`config.mk`:
```
export PLATFORM = sky130hd
export DESIGN_NAME = code_block_lru_cache
export DESIGN_NICKNAME = d
export VERILOG_FILES = /design/src/clbc_pkg.sv /design/src/clbc_ram.sv /design/src/clbc_front.sv /design/src/clbc_back.sv /design/src/code_block_lru_cache.sv
export SDC_FILE = /design/constraint.sdc
export NUM_CORES = 2
export LEC_CHECK = 0
export CAP_MARGIN = 40
export CORE_UTILIZATION = 40
export DETAILED_ROUTE_END_ITERATION = 16
export DONT_BUFFER_PORTS = 1
export MAX_ROUTING_LAYER = met4
export PLACE_DENSITY = 0.6
export SYNTH_ARGS = -nofsm -noshare
export SYNTH_HDL_FRONTEND = slang
export SYNTH_MEMORY_MAX_BITS = 65536
export SYNTH_SLANG_ARGS = --single-unit
```
`constraint.sdc`:
```
create_clock -name clk_i -period 10.2 [get_ports clk_i]
set_clock_uncertainty 0.1 [all_clocks]
set_input_delay 1.53 -clock clk_i [delete_from_list [all_inputs] [get_ports clk_i]]
set_output_delay 1.53 -clock clk_i [all_outputs]
set_load 0.02 [all_outputs]
```
`src/clbc_pkg.sv`:
```
package clbc_pkg;

  // table size and derived widths
  localparam int unsigned ENTRIES = 64;
  localparam int unsigned IW      = $clog2(ENTRIES);
  localparam int unsigned CW      = $clog2(ENTRIES + 1);
  localparam int unsigned EW      = 32 + 16 + IW;
  localparam int unsigned QDEPTH  = 2;

  // action codes on the input word
  localparam logic [1:0] ACT_LOOKUP = 2'd0;
  localparam logic [1:0] ACT_INSERT = 2'd1;
  localparam logic [1:0] ACT_INVAL  = 2'd2;

  // work classes decided by the front end
  typedef enum logic [1:0] {
    KIND_LOOKUP,
    KIND_INSERT,
    KIND_INVAL,
    KIND_NOP
  } kind_e;

  // classified word handed from front to back
  typedef struct packed {
    kind_e        kind;
    logic [31:0]  addr;
    logic [15:0]  instrs;
    logic [32:0]  rend;
  } item_t;

  // one table entry as held in memory
  typedef struct packed {
    logic [31:0]   start;
    logic [15:0]   len;
    logic [IW-1:0] age;
  } entry_t;

  // low six bits of a slot number
  function automatic logic [5:0] to_slot(input logic [IW-1:0] s);
    logic [IW+5:0] t;
    t = {6'd0, s};
    return t[5:0];
  endfunction

  // low seven bits of a count
  function automatic logic [6:0] to_cnt(input logic [CW-1:0] c);
    logic [CW+6:0] t;
    t = {7'd0, c};
    return t[6:0];
  endfunction

endpackage

```
`src/clbc_ram.sv`:
```
module clbc_ram #(
  parameter int unsigned W = 8,
  parameter int unsigned D = 16
) (
  input  logic                 clk_i,
  input  logic                 we_i,
  input  logic [$clog2(D)-1:0] waddr_i,
  input  logic [W-1:0]         wdata_i,
  input  logic [$clog2(D)-1:0] raddr_i,
  output logic [W-1:0]         rdata_o
);

  logic [W-1:0] mem_q [D];
  logic [W-1:0] rdata_q;

  // one write port, one registered read port
  always_ff @(posedge clk_i) begin
    if (we_i) begin
      mem_q[waddr_i] <= wdata_i;
    end
    rdata_q <= mem_q[raddr_i];
  end

  assign rdata_o = rdata_q;

endmodule

```
`src/clbc_front.sv`:
```
module clbc_front (
  input  logic              clk_i,
  input  logic              rst_ni,
  input  logic              in_valid_i,
  output logic              in_stall_o,
  input  logic [1:0]        action_i,
  input  logic [31:0]       addr_i,
  input  logic [15:0]       block_instrs_i,
  input  logic [31:0]       range_bytes_i,
  output logic              q_valid_o,
  output clbc_pkg::item_t   q_item_o,
  input  logic              q_pop_i
);
  import clbc_pkg::*;

  item_t       item;
  item_t       mem_q [QDEPTH];
  logic        wp_q, wp_d, rp_q, rp_d;
  logic [1:0]  cnt_q, cnt_d;
  logic        push, pop;

  // classify the incoming word and form the range end in 33 bits
  always_comb begin
    item.addr   = addr_i;
    item.instrs = block_instrs_i;
    item.rend   = {1'b0, addr_i} + {1'b0, range_bytes_i};
    case (action_i)
      ACT_LOOKUP: item.kind = KIND_LOOKUP;
      ACT_INSERT: item.kind = KIND_INSERT;
      ACT_INVAL:  item.kind = (range_bytes_i == 32'd0) ? KIND_NOP : KIND_INVAL;
      default:    item.kind = KIND_NOP;
    endcase
  end

  assign in_stall_o = (cnt_q == 2'(QDEPTH));
  assign push       = in_valid_i && !in_stall_o;
  assign pop        = q_pop_i && (cnt_q != 2'd0);
  assign q_valid_o  = (cnt_q != 2'd0);
  assign q_item_o   = mem_q[rp_q];

  // queue pointers
  always_comb begin
    wp_d  = push ? ~wp_q : wp_q;
    rp_d  = pop ? ~rp_q : rp_q;
    cnt_d = cnt_q + {1'b0, push} - {1'b0, pop};
  end

  always_ff @(posedge clk_i or negedge rst_ni) begin
    if (!rst_ni) begin
      wp_q  <= 1'b0;
      rp_q  <= 1'b0;
      cnt_q <= 2'd0;
    end else begin
      wp_q  <= wp_d;
      rp_q  <= rp_d;
      cnt_q <= cnt_d;
    end
  end

  // queue storage
  always_ff @(posedge clk_i) begin
    if (push) begin
      mem_q[wp_q] <= item;
    end
  end

endmodule

```
`src/clbc_back.sv`:
```
module clbc_back (
  input  logic              clk_i,
  input  logic              rst_ni,
  input  logic              q_valid_i,
  input  clbc_pkg::item_t   q_item_i,
  output logic              q_pop_o,
  output logic              out_valid_o,
  input  logic              out_stall_i,
  output logic              hit_o,
  output logic [5:0]        slot_o,
  output logic              evicted_o,
  output logic [5:0]        evicted_slot_o,
  output logic [6:0]        removed_count_o,
  output logic [6:0]        occupancy_o,
  output logic [31:0]       eviction_total_o,
  output logic [31:0]       removal_total_o
);
  import clbc_pkg::*;

  localparam logic [3:0] ST_IDLE    = 4'd0;
  localparam logic [3:0] ST_FIND    = 4'd1;
  localparam logic [3:0] ST_PROMOTE = 4'd2;
  localparam logic [3:0] ST_DEC     = 4'd3;
  localparam logic [3:0] ST_OLD     = 4'd4;
  localparam logic [3:0] ST_FREE    = 4'd5;
  localparam logic [3:0] ST_INC     = 4'd6;
  localparam logic [3:0] ST_PUT     = 4'd7;
  localparam logic [3:0] ST_MARK    = 4'd8;
  localparam logic [3:0] ST_CUM     = 4'd9;
  localparam logic [3:0] ST_RENUM   = 4'd10;
  localparam logic [3:0] ST_DONE    = 4'd11;

  logic [3:0]          state_q, state_d;
  kind_e               kind_q, kind_d;
  logic [31:0]         key_q, key_d;
  logic [15:0]         len_q, len_d;
  logic [32:0]         rend_q, rend_d;

  // scan engine
  logic                iss_q, iss_d;
  logic [CW-1:0]       ridx_q, ridx_d, lim_q, lim_d;
  logic                s1_vld_q, s1_vld_d;
  logic [IW-1:0]       s1_idx_q, s1_idx_d;
  logic                s2_vld_q, s2_vld_d;
  logic [IW-1:0]       s2_idx_q, s2_idx_d;
  entry_t              s2_ent_q, s2_ent_d;
  logic                go;
  logic [CW-1:0]       go_lim;
  logic                pass_done;

  // table state
  logic [ENTRIES-1:0]  valid_q, valid_d;
  logic [CW-1:0]       count_q, count_d;
  logic [31:0]         evtot_q, evtot_d, rmtot_q, rmtot_d;

  // per-word working registers
  logic                fnd_q, fnd_d;
  logic [IW-1:0]       fslot_q, fslot_d, fage_q, fage_d;
  logic                hit_q, hit_d, evd_q, evd_d;
  logic [IW-1:0]       rslot_q, rslot_d, evslot_q, evslot_d;
  logic [CW-1:0]       rmcnt_q, rmcnt_d, run_q, run_d;

  // output word
  logic                ovld_q, ovld_d;
  logic                ohit_q, ohit_d, oev_q, oev_d;
  logic [5:0]          oslot_q, oslot_d, oevslot_q, oevslot_d;
  logic [6:0]          orm_q, orm_d, oocc_q, oocc_d;
  logic [31:0]         oevtot_q, oevtot_d, ormtot_q, ormtot_d;

  // memories
  logic                ent_we;
  logic [IW-1:0]       ent_waddr;
  entry_t              ent_wdata, ent_rdata;
  logic [EW-1:0]       ent_rraw;
  logic                rm_we, rm_wdata, rm_rdata;
  logic                cum_we;
  logic [CW-1:0]       cum_rdata;

  logic                live;
  logic [32:0]         bend;
  logic                ovl;
  logic                full;

  clbc_ram #(.W(EW), .D(ENTRIES)) u_ent_ram (
    .clk_i   (clk_i),
    .we_i    (ent_we),
    .waddr_i (ent_waddr),
    .wdata_i (ent_wdata),
    .raddr_i (ridx_q[IW-1:0]),
    .rdata_o (ent_rraw)
  );

  // removal flags per recency rank
  clbc_ram #(.W(1), .D(ENTRIES)) u_rm_ram (
    .clk_i   (clk_i),
    .we_i    (rm_we),
    .waddr_i (ent_rdata.age),
    .wdata_i (rm_wdata),
    .raddr_i (ridx_q[IW-1:0]),
    .rdata_o (rm_rdata)
  );

  // removed ranks below each rank
  clbc_ram #(.W(CW), .D(ENTRIES)) u_cum_ram (
    .clk_i   (clk_i),
    .we_i    (cum_we),
    .waddr_i (s1_idx_q),
    .wdata_i (run_q),
    .raddr_i (ent_rdata.age),
    .rdata_o (cum_rdata)
  );

  assign ent_rdata = ent_rraw;
  assign live      = valid_q[s1_idx_q];
  assign pass_done = !iss_q && !s1_vld_q && !s2_vld_q;
  assign full      = (count_q == CW'(ENTRIES));
  assign bend      = {1'b0, ent_rdata.start} + {15'd0, ent_rdata.len, 2'b00};
  assign ovl       = (ent_rdata.len != 16'd0) && ({1'b0, ent_rdata.start} < rend_q)
                     && (bend > {1'b0, key_q});

  // sequencer
  always_comb begin
    state_d   = state_q;
    kind_d    = kind_q;
    key_d     = key_q;
    len_d     = len_q;
    rend_d    = rend_q;
    valid_d   = valid_q;
    count_d   = count_q;
    evtot_d   = evtot_q;
    rmtot_d   = rmtot_q;
    fnd_d     = fnd_q;
    fslot_d   = fslot_q;
    fage_d    = fage_q;
    hit_d     = hit_q;
    evd_d     = evd_q;
    rslot_d   = rslot_q;
    evslot_d  = evslot_q;
    rmcnt_d   = rmcnt_q;
    run_d     = run_q;
    ovld_d    = ovld_q && out_stall_i;
    ohit_d    = ohit_q;
    oev_d     = oev_q;
    oslot_d   = oslot_q;
    oevslot_d = oevslot_q;
    orm_d     = orm_q;
    oocc_d    = oocc_q;
    oevtot_d  = oevtot_q;
    ormtot_d  = ormtot_q;
    q_pop_o   = 1'b0;
    ent_we    = 1'b0;
    ent_waddr = s1_idx_q;
    ent_wdata = ent_rdata;
    rm_we     = 1'b0;
    rm_wdata  = 1'b0;
    cum_we    = 1'b0;
    go        = 1'b0;
    go_lim    = CW'(ENTRIES);

    // issue one read a cycle while a pass runs
    iss_d    = iss_q;
    ridx_d   = ridx_q;
    lim_d    = lim_q;
    if (iss_q) begin
      ridx_d = ridx_q + CW'(1);
      if (ridx_q + CW'(1) == lim_q) begin
        iss_d = 1'b0;
      end
    end
    s1_vld_d = iss_q;
    s1_idx_d = ridx_q[IW-1:0];
    s2_vld_d = 1'b0;
    s2_idx_d = s1_idx_q;
    s2_ent_d = ent_rdata;

    case (state_q)
      ST_IDLE: begin
        if (q_valid_i) begin
          q_pop_o  = 1'b1;
          kind_d   = q_item_i.kind;
          key_d    = q_item_i.addr;
          len_d    = q_item_i.instrs;
          rend_d   = q_item_i.rend;
          fnd_d    = 1'b0;
          hit_d    = 1'b0;
          evd_d    = 1'b0;
          rslot_d  = '0;
          evslot_d = '0;
          rmcnt_d  = '0;
          case (q_item_i.kind)
            KIND_LOOKUP, KIND_INSERT: begin
              state_d = ST_FIND;
              go      = 1'b1;
            end
            KIND_INVAL: begin
              state_d = ST_MARK;
              go      = 1'b1;
            end
            default: state_d = ST_DONE;
          endcase
        end
      end

      // first valid entry with a matching start
      ST_FIND: begin
        if (s1_vld_q && live && !fnd_q && ent_rdata.start == key_q) begin
          fnd_d   = 1'b1;
          fslot_d = s1_idx_q;
          fage_d  = ent_rdata.age;
        end
        if (pass_done) begin
          go = 1'b1;
          if (kind_q == KIND_LOOKUP) begin
            if (fnd_q) begin
              hit_d   = 1'b1;
              rslot_d = fslot_q;
              state_d = ST_PROMOTE;
            end else begin
              go      = 1'b0;
              state_d = ST_DONE;
            end
          end else if (fnd_q) begin
            // repair: drop the old copy quietly
            valid_d[fslot_q] = 1'b0;
            count_d          = count_q - CW'(1);
            state_d          = ST_DEC;
          end else if (full) begin
            fnd_d   = 1'b0;
            state_d = ST_OLD;
          end else begin
            fnd_d   = 1'b0;
            state_d = ST_FREE;
          end
        end
      end

      // hit entry becomes most recent
      ST_PROMOTE: begin
        if (s1_vld_q && live) begin
          ent_we = 1'b1;
          if (s1_idx_q == fslot_q) begin
            ent_wdata.age = '0;
          end else if (ent_rdata.age < fage_q) begin
            ent_wdata.age = ent_rdata.age + IW'(1);
          end
        end
        if (pass_done) begin
          state_d = ST_DONE;
        end
      end

      // close the rank gap left by a dropped entry
      ST_DEC: begin
        if (s1_vld_q && live && ent_rdata.age > fage_q) begin
          ent_we        = 1'b1;
          ent_wdata.age = ent_rdata.age - IW'(1);
        end
        if (pass_done) begin
          go    = 1'b1;
          fnd_d = 1'b0;
          if (!evd_q && full) begin
            state_d = ST_OLD;
          end else begin
            state_d = ST_FREE;
          end
        end
      end

      // least recent entry
      ST_OLD: begin
        if (s1_vld_q && live && !fnd_q && ent_rdata.age == IW'(ENTRIES - 1)) begin
          fnd_d   = 1'b1;
          fslot_d = s1_idx_q;
          fage_d  = ent_rdata.age;
        end
        if (pass_done) begin
          go = 1'b1;
          if (fnd_q) begin
            valid_d[fslot_q] = 1'b0;
            count_d          = count_q - CW'(1);
            evd_d            = 1'b1;
            evslot_d         = fslot_q;
            evtot_d          = evtot_q + 32'd1;
            rmtot_d          = rmtot_q + 32'd1;
            state_d          = ST_DEC;
          end else begin
            fnd_d   = 1'b0;
            state_d = ST_FREE;
          end
        end
      end

      // lowest free slot
      ST_FREE: begin
        if (s1_vld_q && !live && !fnd_q) begin
          fnd_d   = 1'b1;
          fslot_d = s1_idx_q;
        end
        if (pass_done) begin
          if (fnd_q) begin
            go      = 1'b1;
            state_d = ST_INC;
          end else begin
            state_d = ST_DONE;
          end
        end
      end

      // every live entry ages by one
      ST_INC: begin
        if (s1_vld_q && live) begin
          ent_we        = 1'b1;
          ent_wdata.age = ent_rdata.age + IW'(1);
        end
        if (pass_done) begin
          state_d = ST_PUT;
        end
      end

      // write the new block as most recent
      ST_PUT: begin
        ent_we           = 1'b1;
        ent_waddr        = fslot_q;
        ent_wdata.start  = key_q;
        ent_wdata.len    = len_q;
        ent_wdata.age    = '0;
        valid_d[fslot_q] = 1'b1;
        count_d          = count_q + CW'(1);
        rslot_d          = fslot_q;
        state_d          = ST_DONE;
      end

      // clear overlapping entries, flag their ranks
      ST_MARK: begin
        if (s1_vld_q && live) begin
          rm_we    = 1'b1;
          rm_wdata = ovl;
          if (ovl) begin
            valid_d[s1_idx_q] = 1'b0;
            rmcnt_d           = rmcnt_q + CW'(1);
          end
        end
        if (pass_done) begin
          if (rmcnt_q == '0) begin
            state_d = ST_DONE;
          end else begin
            go      = 1'b1;
            go_lim  = count_q;
            run_d   = '0;
            state_d = ST_CUM;
          end
        end
      end

      // running count of removed ranks
      ST_CUM: begin
        if (s1_vld_q) begin
          cum_we = 1'b1;
          run_d  = run_q + CW'(rm_rdata);
        end
        if (pass_done) begin
          go      = 1'b1;
          state_d = ST_RENUM;
        end
      end

      // survivors drop by the removed ranks below them
      ST_RENUM: begin
        s2_vld_d = s1_vld_q && live;
        if (s2_vld_q) begin
          ent_we        = 1'b1;
          ent_waddr     = s2_idx_q;
          ent_wdata     = s2_ent_q;
          ent_wdata.age = s2_ent_q.age - cum_rdata[IW-1:0];
        end
        if (pass_done) begin
          count_d = count_q - rmcnt_q;
          rmtot_d = rmtot_q + 32'(rmcnt_q);
          state_d = ST_DONE;
        end
      end

      // hand the result word to the output register
      ST_DONE: begin
        if (!ovld_q || !out_stall_i) begin
          ovld_d    = 1'b1;
          ohit_d    = hit_q;
          oslot_d   = to_slot(rslot_q);
          oev_d     = evd_q;
          oevslot_d = to_slot(evslot_q);
          orm_d     = to_cnt(rmcnt_q);
          oocc_d    = to_cnt(count_q);
          oevtot_d  = evtot_q;
          ormtot_d  = rmtot_q;
          state_d   = ST_IDLE;
        end
      end

      default: state_d = ST_IDLE;
    endcase

    if (go) begin
      iss_d  = 1'b1;
      ridx_d = '0;
      lim_d  = go_lim;
    end
  end

  // control registers
  always_ff @(posedge clk_i or negedge rst_ni) begin
    if (!rst_ni) begin
      state_q  <= ST_IDLE;
      iss_q    <= 1'b0;
      ridx_q   <= '0;
      lim_q    <= '0;
      s1_vld_q <= 1'b0;
      s2_vld_q <= 1'b0;
      valid_q  <= '0;
      count_q  <= '0;
      evtot_q  <= '0;
      rmtot_q  <= '0;
      ovld_q   <= 1'b0;
    end else begin
      state_q  <= state_d;
      iss_q    <= iss_d;
      ridx_q   <= ridx_d;
      lim_q    <= lim_d;
      s1_vld_q <= s1_vld_d;
      s2_vld_q <= s2_vld_d;
      valid_q  <= valid_d;
      count_q  <= count_d;
      evtot_q  <= evtot_d;
      rmtot_q  <= rmtot_d;
      ovld_q   <= ovld_d;
    end
  end

  // working and payload registers
  always_ff @(posedge clk_i) begin
    kind_q    <= kind_d;
    key_q     <= key_d;
    len_q     <= len_d;
    rend_q    <= rend_d;
    s1_idx_q  <= s1_idx_d;
    s2_idx_q  <= s2_idx_d;
    s2_ent_q  <= s2_ent_d;
    fnd_q     <= fnd_d;
    fslot_q   <= fslot_d;
    fage_q    <= fage_d;
    hit_q     <= hit_d;
    evd_q     <= evd_d;
    rslot_q   <= rslot_d;
    evslot_q  <= evslot_d;
    rmcnt_q   <= rmcnt_d;
    run_q     <= run_d;
    ohit_q    <= ohit_d;
    oev_q     <= oev_d;
    oslot_q   <= oslot_d;
    oevslot_q <= oevslot_d;
    orm_q     <= orm_d;
    oocc_q    <= oocc_d;
    oevtot_q  <= oevtot_d;
    ormtot_q  <= ormtot_d;
  end

  assign out_valid_o      = ovld_q;
  assign hit_o            = ohit_q;
  assign slot_o           = oslot_q;
  assign evicted_o        = oev_q;
  assign evicted_slot_o   = oevslot_q;
  assign removed_count_o  = orm_q;
  assign occupancy_o      = oocc_q;
  assign eviction_total_o = oevtot_q;
  assign removal_total_o  = ormtot_q;

endmodule

```
`src/code_block_lru_cache.sv`:
```
// channel | handshake                | word
// --------+--------------------------+---------------------------------------------
// in      | in_valid_i, in_stall_o   | action_i addr_i block_instrs_i range_bytes_i
// out     | out_valid_o, out_stall_i | hit_o slot_o evicted_o evicted_slot_o
//         |                          | removed_count_o occupancy_o eviction_total_o
//         |                          | removal_total_o
//
// one word at a time is worked on; each pass walks the entry memory one entry a cycle
// lookup: one pass on a miss, two on a hit; insert: three to five passes;
// invalidate: none for an empty range, one pass, or three when something is removed
// a two-deep queue takes input words while the back end works; a stalled output
// holds the finished result and the back end waits; reset clears valid bits and totals
module code_block_lru_cache (
  input  logic        clk_i,
  input  logic        rst_ni,
  input  logic        in_valid_i,
  output logic        in_stall_o,
  input  logic [1:0]  action_i,
  input  logic [31:0] addr_i,
  input  logic [15:0] block_instrs_i,
  input  logic [31:0] range_bytes_i,
  output logic        out_valid_o,
  input  logic        out_stall_i,
  output logic        hit_o,
  output logic [5:0]  slot_o,
  output logic        evicted_o,
  output logic [5:0]  evicted_slot_o,
  output logic [6:0]  removed_count_o,
  output logic [6:0]  occupancy_o,
  output logic [31:0] eviction_total_o,
  output logic [31:0] removal_total_o
);
  import clbc_pkg::*;

  logic  q_valid;
  logic  q_pop;
  item_t q_item;

  // front: accept and classify
  clbc_front u_front (
    .clk_i          (clk_i),
    .rst_ni         (rst_ni),
    .in_valid_i     (in_valid_i),
    .in_stall_o     (in_stall_o),
    .action_i       (action_i),
    .addr_i         (addr_i),
    .block_instrs_i (block_instrs_i),
    .range_bytes_i  (range_bytes_i),
    .q_valid_o      (q_valid),
    .q_item_o       (q_item),
    .q_pop_i        (q_pop)
  );

  // back: table sequencer
  clbc_back u_back (
    .clk_i            (clk_i),
    .rst_ni           (rst_ni),
    .q_valid_i        (q_valid),
    .q_item_i         (q_item),
    .q_pop_o          (q_pop),
    .out_valid_o      (out_valid_o),
    .out_stall_i      (out_stall_i),
    .hit_o            (hit_o),
    .slot_o           (slot_o),
    .evicted_o        (evicted_o),
    .evicted_slot_o   (evicted_slot_o),
    .removed_count_o  (removed_count_o),
    .occupancy_o      (occupancy_o),
    .eviction_total_o (eviction_total_o),
    .removal_total_o  (removal_total_o)
  );

endmodule
```
* Yosys cells after proc, flatten, opt, wreduce, memory -nomap -nowiden *
Memory sizes are Yosys's and may differ from the RTL's. A register that Yosys moved wholly into a read port is not among the register bits.
Index checks and enable logic that the tools add are counted.

word-level totals
  register bits = 443
  RAM bits = 4134
  bits of input ports = 86
  word-level logic and storage cells = 319
  memories = 4

operators by class
  add/subtract/negate cells = 16
  order comparisons = 8
  equality and inequality tests = 43
  muxes and demuxes = 134
  bitwise operators = 7
  reduce and logical (&&, ||, !) cells = 67

memory list
  name                    depth  bits a word  read ports  clocked after Yosys merged registers in  write ports  RTL line          text
  u_back.u_ent_ram.mem_q  64     54           1           1                                        1            clbc_ram.sv:13    logic [W-1:0] mem_q [D];
  u_back.u_cum_ram.mem_q  64     7            1           1                                        1            clbc_ram.sv:13
  u_front.mem_q           2      83           1           0                                        1            clbc_front.sv:17  item_t mem_q [QDEPTH];
  u_back.u_rm_ram.mem_q   64     1            1           1                                        1            clbc_ram.sv:13

operator list
  operator                                               number
  two-way mux 64 bit                                     6
  case mux 64 bit (4 select lines)                       1
  AND 64 bit                                             2
  NOT 64 bit                                             2
  two-way mux 7 bit                                      16
  two-way mux 32 bit                                     3
  two-way mux 6 bit                                      16
  case mux 48 bit (2 select lines)                       1
  adder 32 x 1 -> 32 bit, second input constant          2
  bitwise OR 64 bit                                      1
  case mux 32 bit (2 select lines)                       1
  two-way mux 4 bit                                      14
  two-way mux 54 bit                                     1
  two-way mux 1 bit                                      53
  case mux 4 bit (11 select lines)                       1
  inequality test 2 x 1 -> 1 bit, second input constant  19
  case mux 6 bit (2 select lines)                        3
  case mux 6 bit (3 select lines)                        2
  adder 32 x 18 -> 33 bit                                1
  adder 32 x 32 -> 33 bit                                1
  greater-than comparator 33 x 32 -> 1 bit               1
  less-than comparator 32 x 33 -> 1 bit                  1
  adder 32 x 7 -> 32 bit                                 1
  == test 32 bit                                         1
  other kinds (57)                                       125

* Longest topological paths before layout *
  depth in word-level cells = 10
  mapped depth = 24
  depth with buffers taken out = 22

* Cells and area by module *
A second synthesis with hierarchy kept.

unflattened totals
  cells, all modules = 9293
  area total of the unflattened synthesis = 184070.3 µm²

by module, submodules not included
  module                        times used  cells each  area an instance (µm²)  seq. area each (µm²)
  clbc_ram at u_back.u_ent_ram  1           5494        132140.5                104860.6
  clbc_back                     1           2202        23192.2                 11736.3
  clbc_ram at u_back.u_cum_ram  1           837         17673.2                 13593.0
  clbc_front                    1           556         8150.3                  5084.9
  clbc_ram at u_back.u_rm_ram   1           204         2914.0                  1941.9

* Worst setup path before layout *
OpenSTA, ideal clock, no wires.

  kind = flip-flop to flip-flop
  start point = reg u_back.state_q[3]
  end point = reg u_back.lim_q[0]
  arrival time = 10.885 ns
  data required time = 9.967 ns
  slack = -0.919 ns
  cell stages (with the launch flop) = 5
  path buffers = 1
  cell sequence = dfrtp_1 -> buf_1 -> nor4_1 -> a221oi_1 -> a22o_1

between the ends
  cells in the longest elaborated chain, start to end = 3

ends and longest elaborated chain
  item                                                  RTL line          text
  start: declaration                                    clbc_back.sv:33   logic [3:0] state_q, state_d;
  start signal: assignment                              clbc_back.sv:424  state_q <= state_d;
  == test 4 x 3 -> 1 bit, or another cell as far along  clbc_back.sv:176  case (state_q)
  OR reduction 3 bit (no line)                          -
  case mux 1 bit (5 select lines)                       clbc_back.sv:176
  end signal: assignment                                clbc_back.sv:427  lim_q <= lim_d;
  end: declaration                                      clbc_back.sv:41   logic [CW-1:0] ridx_q, ridx_d, lim_q, lim_d;

Parallel ways exist; a longest one is shown, timed or not.
A chain may end at the register's enable or synchronous reset.

* Worst setup path in the final report *
  start point = reg u_back.u_ent_ram.rdata_q[25] (netlist: u_back.u_ent_ram.rdata_o[25]) (read register of u_back.u_ent_ram.mem_q)
  end point = reg u_back.valid_q[3]

between the ends
  cells in the longest elaborated chain, start to end = 5

ends and longest elaborated chain
  item                                                                                     RTL line                            text
  start: declaration                                                                       clbc_ram.sv:14                      logic [W-1:0] rdata_q;
  adder 32 x 18 -> 33 bit / less-than comparator 32 x 33 -> 1 bit (equally long branches)  clbc_back.sv:117, clbc_back.sv:118
  greater-than comparator 33 x 32 -> 1 bit / logical AND 1 bit (equally long branches)     clbc_back.sv:119, clbc_back.sv:118
  logical AND 1 bit *                                                                      clbc_back.sv:119                    && (bend > {1'b0, key_q});
  inequality test 2 x 1 -> 1 bit (no line) *                                               -
  AND reduction 6 bit (no line) *                                                          -
  end signal: assignment                                                                   clbc_back.sv:430                    valid_q <= valid_d;
  end: declaration                                                                         clbc_back.sv:52                     logic [ENTRIES-1:0] valid_q, valid_d;

Every way passes the cells marked *; elsewhere a longest branch is shown, timed or not.

==> impl_metrics.ini <==
[floorplan]
rows = 245
design.core.area_um2 = 446000
start_util_pct = 40.3
top_level_ports = 180
dieArea_um2 = 452000
die_h_um = 672
die_width_um = 672

[placed_design]
dpl.hpwl_um = 293000
finalWeightedCongestion = 0.865
post_dp_cell_area_um2 = 189000
numPortBuffers = 0

[critical_path]
crit_type = register to register
required_time_worst_endpoint_ps = 10920
critical_path.max_fanout = 29
critPathArrivalTime_ps = 8140
worstReg2RegStart = u_back.u_ent_ram.rdata_o[25]
cp-end-kind = register
worst_setup_path_startpoint = u_back.u_ent_ram.rdata_o[25]
setup.worst_path.start_class = register

[layout]
fillers = 36995
most-common-layout-cells = edfxtp_1 (4285), mux4_2 (1160), clkbuf_16 (451), nand2_1 (312), nor2_1 (283)
fin_nets = 9219
design_area_um2 = 204000
drive_above_1_share_pct = 25.6
area_used_by_multi_input_combinational_logic_um2 = 42900
finish.utilization_pct = 45.8
area.growth.synth_to_final_pct = 13.7
layout_commonest_cell = edfxtp_1
ff_latch_area_um2 = 135000

[synthesis]
synth_edf_count = 4285
ys.flop_type = edfxtp_1
yosysSeqAreaShare_pct = 75.3
synthAdderAreaFrac_pct = 1.07
synth_xor_area_share_pct = 0.936
netlist_instances = 8656
synthTopCellsByArea = edfxtp_1 (72%), mux4_2 (15%), dfrtp_1 (2.2%)
syn-mean-instance-area_um2 = 20.8
post_synth_instance_area_um2 = 180000
number_of_nets_in_the_synthesized_netlist = 8892
synth_top_family_by_area = multiplexers
unique_cell_type_count_in_the_yosys_netlist = 108
synth.yosys.warnings = 0
compound_gate_portion_of_the_synthesized_area_pct = 3.44
top_area_cell_type_share_of_the_netlist_area_pct = 71.6
yosys-mux-area-fraction_pct = 15.2
asyncSetResetFlopFracSynth_pct = 3.52
synthSimpleGateAreaFrac_pct = 2.83
synthDominantAreaCellType = edfxtp_1
number_of_synthesized_register_bits = 4573

[timing]
report.final.hold_viol_count = 0
rsz_0062_raised_after_global_routing = false
slew-limit-headroom_pct = 30.0
timing.setup.tns_ps = 0
setup-violations-final = 0
maximum_clock_frequency_mhz = 135
hold_slack_ps = 147
period_needed_ps = 7420
drv_slew = 0
worst-slew-pin-transition_ps = 1050
fin_crit_sh_pct = 72.7

[power]
power-per-cell-area_nw_per_um2 = 299
vdd_ir_drop_max_mv = 0.287
static-leakage-power_nw = 64.4
total_power_mw = 61.0

[global_routing]
met2_usage_pct = 36.0
top_usage_layer = met2
antenna_found_initial = 36
overflow = 0
largest_net_degree_at_the_start_of_global_routing = 164
first_global_vias = 90663
grt.total_usage_pct = 22.4
grt_use_met3_pct = 3.07
first_pass_grt_wire_length_um = 703000
grt_util_met1_pct = 29.9

[clock_network]
clockBufferDepth = 4
h-tree-depth = 5
cts.sink_count = 4573
post_cts_buffers = 0
holdBufCountCts = 0
cts_buffers = 444
path_clk_slew_ps = 60
cts_tree = yes
clk-insertion-delay-late_ps = 1030
ctsResizeCount = 0
clockRootBuffer = clkbuf_16

[routing]
routed-via-count = 91335
initialDrtViolationCount = 11526
routed_wl_um = 501000
routed_via_density = 5.94
drtAntennaViolNets = 0
drt_drc_violations_left = 0
detail_route.wl_per_cell_um = 32.6
drtPass1Iterations = 6

[outcome]
run_status = finished clean

[hold_path]
worstHoldPathType = primary input to asynchronous set/reset pin

[run]
maxCapViolCount = 0
worst max-delay path, cell delays in order (launching register included):
cell and delay [ps]:
dfxtp_1 460, ha_1 290, a21o_1 180, a21oi_1 260, o21bai_1 120, a2111oi_0 630, o31ai_1 210, a211o_1 390
a21oi_1 640, nor2_1 130, xor2_1 180, ha_1 310, nand4_1 160, nor4_1 450, and3_1 260, o31ai_1 100
a31oi_1 210, o21ai_1 250, buf_4 270, a21oi_2 110, buf_4 340, a21o_2 480, buf_4 500, a22oi_1 160
sequential cells by signal (all words and copies together), names as in the netlist, 16 cells and up:
register                  flops
u_back.eviction_total_o      32
u_back.evtot_q               32
u_back.rmtot_q               32
u_back.u_rm_ram.mem_q        64
u_back.u_ent_ram.mem_q     3456
u_back.valid_q               64
u_back.len_q                 16
u_back.u_cum_ram.mem_q      384
u_back.removal_total_o       32
u_front.mem_q               166
u_back.u_ent_ram.rdata_o     54
u_back.rend_q                33
u_back.s2_ent_q              54
u_back.key_q                 32
cell usage after synthesis (45+ instances only):
cell      instances
a21oi_1         166
a22oi_1         221
a22oi_2          48
buf_1            93
clkbuf_1        300
dfrtp_1         161
dfxtp_1         127
edfxtp_1       4285
ha_1            145
inv_1           129
mux2_2           90
mux4_2         1160
nand2_1         312
nand3_1         112
nand4_1          69
nor2_1          349
nor3_1           45
o21ai_0          76
o221ai_1         59
xnor2_1          91
xor2_1          101
stage by stage:
stage          setup WS (ps)  instances
2_1_floorplan           1230       8656
5_1_grt                 2400      15366
3_3_place_gp            2410      14410
6_report                2780      15373
4_1_cts                 2920      15293
3_5_place_dp            3000      14464
layout make-up:
type | instances | area share [%]
multi-input cells | 3519 | 21.0
clock buffers | 547 | 5.74
well taps | 5928 | 3.63
diodes | 79 | 0.0968
flip-flops and latches | 4573 | 66.2
inverters | 135 | 0.248
repair buffers | 310 | 1.60
clock inverters | 282 | 1.50
power by group:
group | total (mW) | internal, mW | switching (mW)
registers | 25.6 | 24.6 | 1.03
clock network | 16.8 | 9.63 | 7.16
logic | 18.7 | 6.82 | 11.9
total | 61.0 | 41.0 | 20.0
routing by layer:
metal / routed length, µm / vias to the layer above / share of wire, %
met5: 0 / - / 0
met4: 16900 / 0 / 3.4
met3: 37200 / 814 / 7.4
met2: 247000 / 4266 / 49
met1: 200000 / 49433 / 40
li1: - / 36822 / -
kinds of logic (layout without fill, tap and decap cells):
| family | count (synthesis) | count (layout) |
|---|---|---|
| AO/OA/AOI/OAI | 826 | 826 |
| XOR/XNOR | 192 | 192 |
| adder cells (fa/ha/maj) | 150 | 150 |
| buffers and inverters | 564 | 1274 |
| flip-flops | 4573 | 4573 |
| multiplexers | 1267 | 1267 |
| other | 0 | 79 |
| AND/OR/NAND/NOR | 1084 | 1084 |
path summary, 6_finish.rpt:
| check | slack (ps) | cells past startpoint | to |
|---|---|---|---|
| max in group asynchronous | 9310 | 0 | u_front.rp_q |
| setup / recovery | 2780 | 23 | u_back.valid_q[3] |
| hold reg to reg | 300 | 0 | u_back.s2_ent_q[8] |
| min in group clk_i | 300 | 0 | u_back.s2_ent_q[8] |
| setup reg to reg | 2780 | 23 | u_back.valid_q[3] |
| hold / removal | 150 | 0 | u_back.evtot_q[1] |
(Power assumes the default switching activity.)
